==> config.mk <==
export PLATFORM = sky130hd
export DESIGN_NAME = khr_latest
export DESIGN_NICKNAME = d
export VERILOG_FILES = /design/src/hdl/khr_pkg.sv /design/src/hdl/khr_latest.sv
export SDC_FILE = /design/constraint.sdc
export NUM_CORES = 1
export LEC_CHECK = 0
export ABC_AREA = 1
export BUFFER_PORTS_ARGS = -buffer_cell sky130_fd_sc_hd__buf_2
export CORE_MARGIN = 1.5
export CORE_UTILIZATION = 54
export DETAILED_ROUTE_END_ITERATION = 16
export PLACE_DENSITY_LB_ADDON = 0.2
export SETUP_SLACK_MARGIN = 0.15
export SYNTH_ARGS = -nofsm -noshare
export SYNTH_HDL_FRONTEND = slang
export SYNTH_SLANG_ARGS = --single-unit
export TNS_END_PERCENT = 20
==> constraint.sdc <==
create_clock -name vclk -period 8.1
set_input_delay 1.62 -clock vclk [all_inputs]
set_output_delay 1.62 -clock vclk [all_outputs]
set_load 0.1 [all_outputs]
==> src/hdl/khr_pkg.sv <==
// shared constants, types and counter update function for the key hold/release tracker
`timescale 1ns / 1ps
package khr_pkg;

    localparam int NUM_KEYS   = 256;
    localparam int ADDR_W     = $clog2(NUM_KEYS);
    localparam int KEY_W      = 8;
    localparam int CNT_W      = 16;
    localparam int DUR_W      = 15;
    localparam int NUM_WATCH  = 4;
    localparam int SLOT_W     = 2;
    localparam int LATEST_W   = 3;
    localparam int CFG_IDX_W  = 8;

    typedef logic signed [CNT_W-1:0] t_cnt;
    typedef logic [KEY_W-1:0]        t_key;
    typedef logic [LATEST_W-1:0]     t_latest;

    localparam t_cnt CNT_MAX = t_cnt'((64'd1 << (CNT_W - 1)) - 64'd1);
    localparam t_cnt CNT_MIN = -CNT_MAX;
    localparam t_cnt CNT_ONE = t_cnt'(1);

    localparam t_latest LATEST_NONE = t_latest'(0);

    // restart on a level change, then step toward the held or released limit
    function automatic t_cnt f_next_count(input t_cnt old_cnt, input logic pressed);
        t_cnt c;
        c = old_cnt;
        if (pressed) begin
            if (c < 0) c = '0;
            if (c < CNT_MAX) c = c + CNT_ONE;
        end else begin
            if (c > 0) c = '0;
            if (c > CNT_MIN) c = c - CNT_ONE;
        end
        return c;
    endfunction

endpackage

==> src/hdl/khr_latest.sv <==
// picks the watched slot with the shortest positive hold time
`timescale 1ns / 1ps
module khr_latest
    import khr_pkg::*;
(
    input  t_cnt    i_counts [NUM_WATCH],
    output t_latest o_latest
);

    logic    pick_a;
    logic    pick_c;
    logic    pick_lo;
    t_cnt    best_lo;
    t_cnt    best_hi;
    t_latest slot_lo;
    t_latest slot_hi;

    // lower slot wins unless it is not held or the higher one is strictly shorter
    always_comb begin
        pick_a  = (i_counts[0] > 0) && ((i_counts[1] <= 0) || (i_counts[0] <= i_counts[1]));
        best_lo = pick_a ? i_counts[0] : i_counts[1];
        slot_lo = pick_a ? t_latest'(1) : t_latest'(2);

        pick_c  = (i_counts[2] > 0) && ((i_counts[3] <= 0) || (i_counts[2] <= i_counts[3]));
        best_hi = pick_c ? i_counts[2] : i_counts[3];
        slot_hi = pick_c ? t_latest'(3) : t_latest'(4);

        pick_lo = (best_lo > 0) && ((best_hi <= 0) || (best_lo <= best_hi));
        if (pick_lo) begin
            o_latest = slot_lo;
        end else if (best_hi > 0) begin
            o_latest = slot_hi;
        end else begin
            o_latest = LATEST_NONE;
        end
    end

endmodule

# [Word-level counts from Yosys, hierarchy flattened]
# Index checks and enable logic that the tools add are counted.
[totals] reg_bits=0 latch_bits=0 ramBits=0 rom_bits=0 input_bits=64 output_inout_bits=3 wordCells=22 n_memories=0
[op_classes] addsub=0 multipliers=0 div_mod_pow=0 magnitude_cmp=10 n_eq_ne=0 shifts=0 n_mux=6 n_bitwise=0 n_reduce_logical=6
[ops] cell="$gt 16x1->1 const B" count=4
[ops] cell="$le 16x1->1 const B" count=3
[ops] cell="$le 16x16->1" count=3
[ops] cell="$mux 16" count=2
[ops] cell="$mux 3" count=3
[ops] cell="$logic_and 1x1->1" count=3
[ops] cell="$logic_or 1x1->1" count=3
[ops] cell="$mux 2" count=1

# [Logic depth before layout (Yosys ltp)]
[depth] ltp_word=8 ltp_mapped=30 depth_no_buf=29

# [Worst setup path after synthesis]
# No wires, ideal clock.
[synth_path] path_type="input port to output port" start="input port i_counts[15] in the netlist's numbering" end="output port o_latest[2]" t_arrival_ps=5702 required_ps=6480 setup_slack_ps=778 cell_stages=21 path_buffers=1 path_cell_list="inv_1 > ha_1 > a21oi_1 > o21ai_1 > a21oi_1 > nand2_1 > nand2_2 > nand3_4 > buf_4 > a21oi_1 > inv_1 > ha_1 > nand2_1 > nor2_1 > nand4_1 > a31o_2 > o2111ai_1 > xor2_1 > nor2_1 > nand3_2 > a21oi_1"
[synth_between] elab_chain_len=8 elab_cells_between_ends=13 classes_between="order compare (5); mux (4); reduce/logical (4)"
[synth_lines] element="start: declaration" line="khr_latest.sv:6" source="input t_cnt i_counts [NUM_WATCH],"
[synth_lines] element="$le 16x1->1 or $le 16x16->1 (tied branches)" line="khr_latest.sv:24" source="pick_c = (i_counts[2] > 0) && ((i_counts[3] <= 0) || (i_counts[2] <= i_counts[3]));"
[synth_lines] element="$logic_or 1x1->1" line="khr_latest.sv:24"
[synth_lines] element="$logic_and 1x1->1" line="khr_latest.sv:24"
[synth_lines] element="$mux 16" line="khr_latest.sv:25" source="best_hi = pick_c ? i_counts[2] : i_counts[3];"
[synth_lines] element="$le 16x1->1 or $le 16x16->1 (tied branches)" line="khr_latest.sv:28" source="pick_lo = (best_lo > 0) && ((best_hi <= 0) || (best_lo <= best_hi));"
[synth_lines] element="$logic_or 1x1->1" line="khr_latest.sv:28"
[synth_lines] element="$logic_and 1x1->1" line="khr_latest.sv:28"
[synth_lines] element="$mux 3 *" line="khr_latest.sv:29" source="if (pick_lo) begin"
[synth_lines] element="end: declaration" line="khr_latest.sv:7" source="output t_latest o_latest"
# Every way passes the cells marked *; elsewhere a longest branch is shown, timed or not.

# [Worst setup path in the final report]
# Same ends and word-level chain as after synthesis.

==> flow_summary.yaml <==
outcome:
  status: "completed"
yosys:
  syn_area_per_cell_um2: 5.565
  syn_inst: 402
  syn_area_um2: 2237
  ys_types: 31
  yosysSeqAreaShare_pct: 0
  syn_nets: 514
  ys_warn_count: 0
route:
  drtIter0Drc: 171
  wl_per_cell_um: 11.40
  wirelength_mm: 5.848
  num_vias: 2627
  route.antenna.remaining_nets: 0
  first_pass_iters: 4
  post-route-drc-count: 0
  vias_per_cell: 5.121
setup_path:
  critPathArrivalTime_ns: 5.32
  end_kind: "output port"
  critical_path_class: "input port to output port"
  crit_required_ns: 6.48
  cp_max_fo: 17
  cp-start-kind: "input port"
global_route:
  grt_util_all_layers_pct: 26.56
  grt_overflow: 0
  grt_pass1_vias: 2235
  antenna_found_initial: 0
  grt_pass1_wl_mm: 9.680
  grt_max_degree: 20
place:
  globalplace.congestion: 0.8751
  io_buffers: 67
  dp_slack_ns: 1.202
  post-dp-hpwl_mm: 5.241
timing:
  worst_slack_ns: 1.163
  maxSlewHeadroom_pct: 56.28
  hold_ws_ns: 3.829
  post-route-period-util_pct: 85.64
  setup_tns_ns: 0
  max_freq_mhz: 144.2
  worstMarginPinSlew_ns: 0.6537
  min_period_ns: 6.937
  finalHoldViolations: 0
  slew_violations: 0
  setup_viol: 0
  rsz0062_at_grt: "no"
clock_tree:
  cts_setup_buffers: 0
  cts_hold_buf: 0
  cts.repair.resized: 0
finish:
  insertedDiodeCount: 0
  final_cell_mix: "nand2_1, inv_1, buf_2"
  layout_commonest_cell: "nand2_1"
  seq_area_um2: 0
  syn_to_final_growth_pct: 15.77
  drive_above_1_share_pct: 20.52
  clock_buffers: 0
  design.seq.count: 0
  fin_nets: 577
  fillerInstances: 392
power_and_ir_drop:
  p_total_w: 0.0001921
  leakagePower_nw: 1.641
  p_per_area_nw_per_um2: 74.17
  ir_worst_vdd_uv: 33.32
floorplan:
  core_area_um2: 4000
  io_pins: 67
  die-area_um2: 4538
  die_x_um: 67.37
  rows: 23
  start_util_pct: 55.93
  die_y_um: 67.37
worst_hold_path:
  hp-class: "input port to output port"
job:
  cap_violations: 0
final cells by class:
| cell class | count | area, um^2 | area share [%] |
|---|---|---|---|
| tap | 50 | 62.56 | 2.415 |
| timing repair buffer | 67 | 335.3 | 12.95 |
| multi-input combinational | 310 | 1869 | 72.17 |
| inverter | 86 | 322.8 | 12.46 |
power by group:
part	total [W]	internal (W)	switching, W
Clock	0	0	0
Sequential	0	0	0
Combinational	0.000192	0.0000658	0.000126
Total	0.000192	0.0000658	0.000126
synthesized netlist by cell type (all sizes together):
master     n  area [um^2]
nand3b     6        45.04
nand3     37        207.7
nor3       3        15.01
ha        48        600.6
o21ai      6        30.02
clkinv     2        7.510
nand4      9        56.30
clkbuf     2        7.510
a21oi     23        115.1
a31o       1        8.760
xor2       1        8.760
and2       1        6.260
nor2      39        161.4
nand2    126        513.0
o2111ai    1        8.760
o21a       1        7.510
inv       84        315.3
nor4       5        43.79
a21o       1        7.510
buf        4        37.53
a31oi      2        33.78
metal layers:
layer / up-vias / track usage, % / wire [um] / share of wire [%]
met2: 87 / 45.17 / 2620 / 45
met3: 6 / 1.000 / 318 / 5.4
met4: 0 / 3.316 / 52 / 0.89
met1: 1124 / 38.00 / 2857 / 49
li1: 1410 / - / - / -
met5: - / 0 / 0 / 0
stage by stage:
stage                     area (um^2)  util [%]  cells
after detailed placement         2590     64.75    513
final                            2590     64.75    513
after global routing             2590     64.75    513
after floorplan                  2237         -    402
after CTS                        2590     64.75    513
after global placement           2590     64.75    513
critical path, stage by stage:
cell       delay (ns)
buf_2            0.09
inv_1            0.15
ha_1             0.30
a21oi_1          0.16
o21ai_1          0.08
a21oi_1          0.18
nand2_1          0.10
nand2_2          0.08
nand3_4          0.19
nand2_4          0.26
nand2_1          0.08
nand2_1          0.11
inv_1            0.07
ha_1             0.30
a21oi_1          0.15
nor2_1           0.05
nor2_1           0.09
a31o_2           0.15
o2111ai_1        0.11
xor2_1           0.16
nor2_1           0.12
nand3_2          0.13
a21oi_1          0.15
buf_2            0.44
cell families (layout without fill, tap and decap cells):
| family | Yosys count | in the layout | synth area share (%) |
|---|---|---|---|
| and+or+nand+nor | 226 | 226 | 46.87 |
| buffers and inverters | 92 | 153 | 16.44 |
| adders and majority gates | 48 | 48 | 26.85 |
| AOI/OAI and AO/OA | 35 | 35 | 9.452 |
| xor gates and xnor gates | 1 | 1 | 0.3916 |
worst paths after layout:
| path | startpoint | to | depth (start not counted) |
|---|---|---|---|
| setup / recovery | i_counts[15] | o_latest[2] | 24 |
| hold / removal | i_counts[15] | o_latest[2] | 5 |
Power figures use the tool's default switching activity.
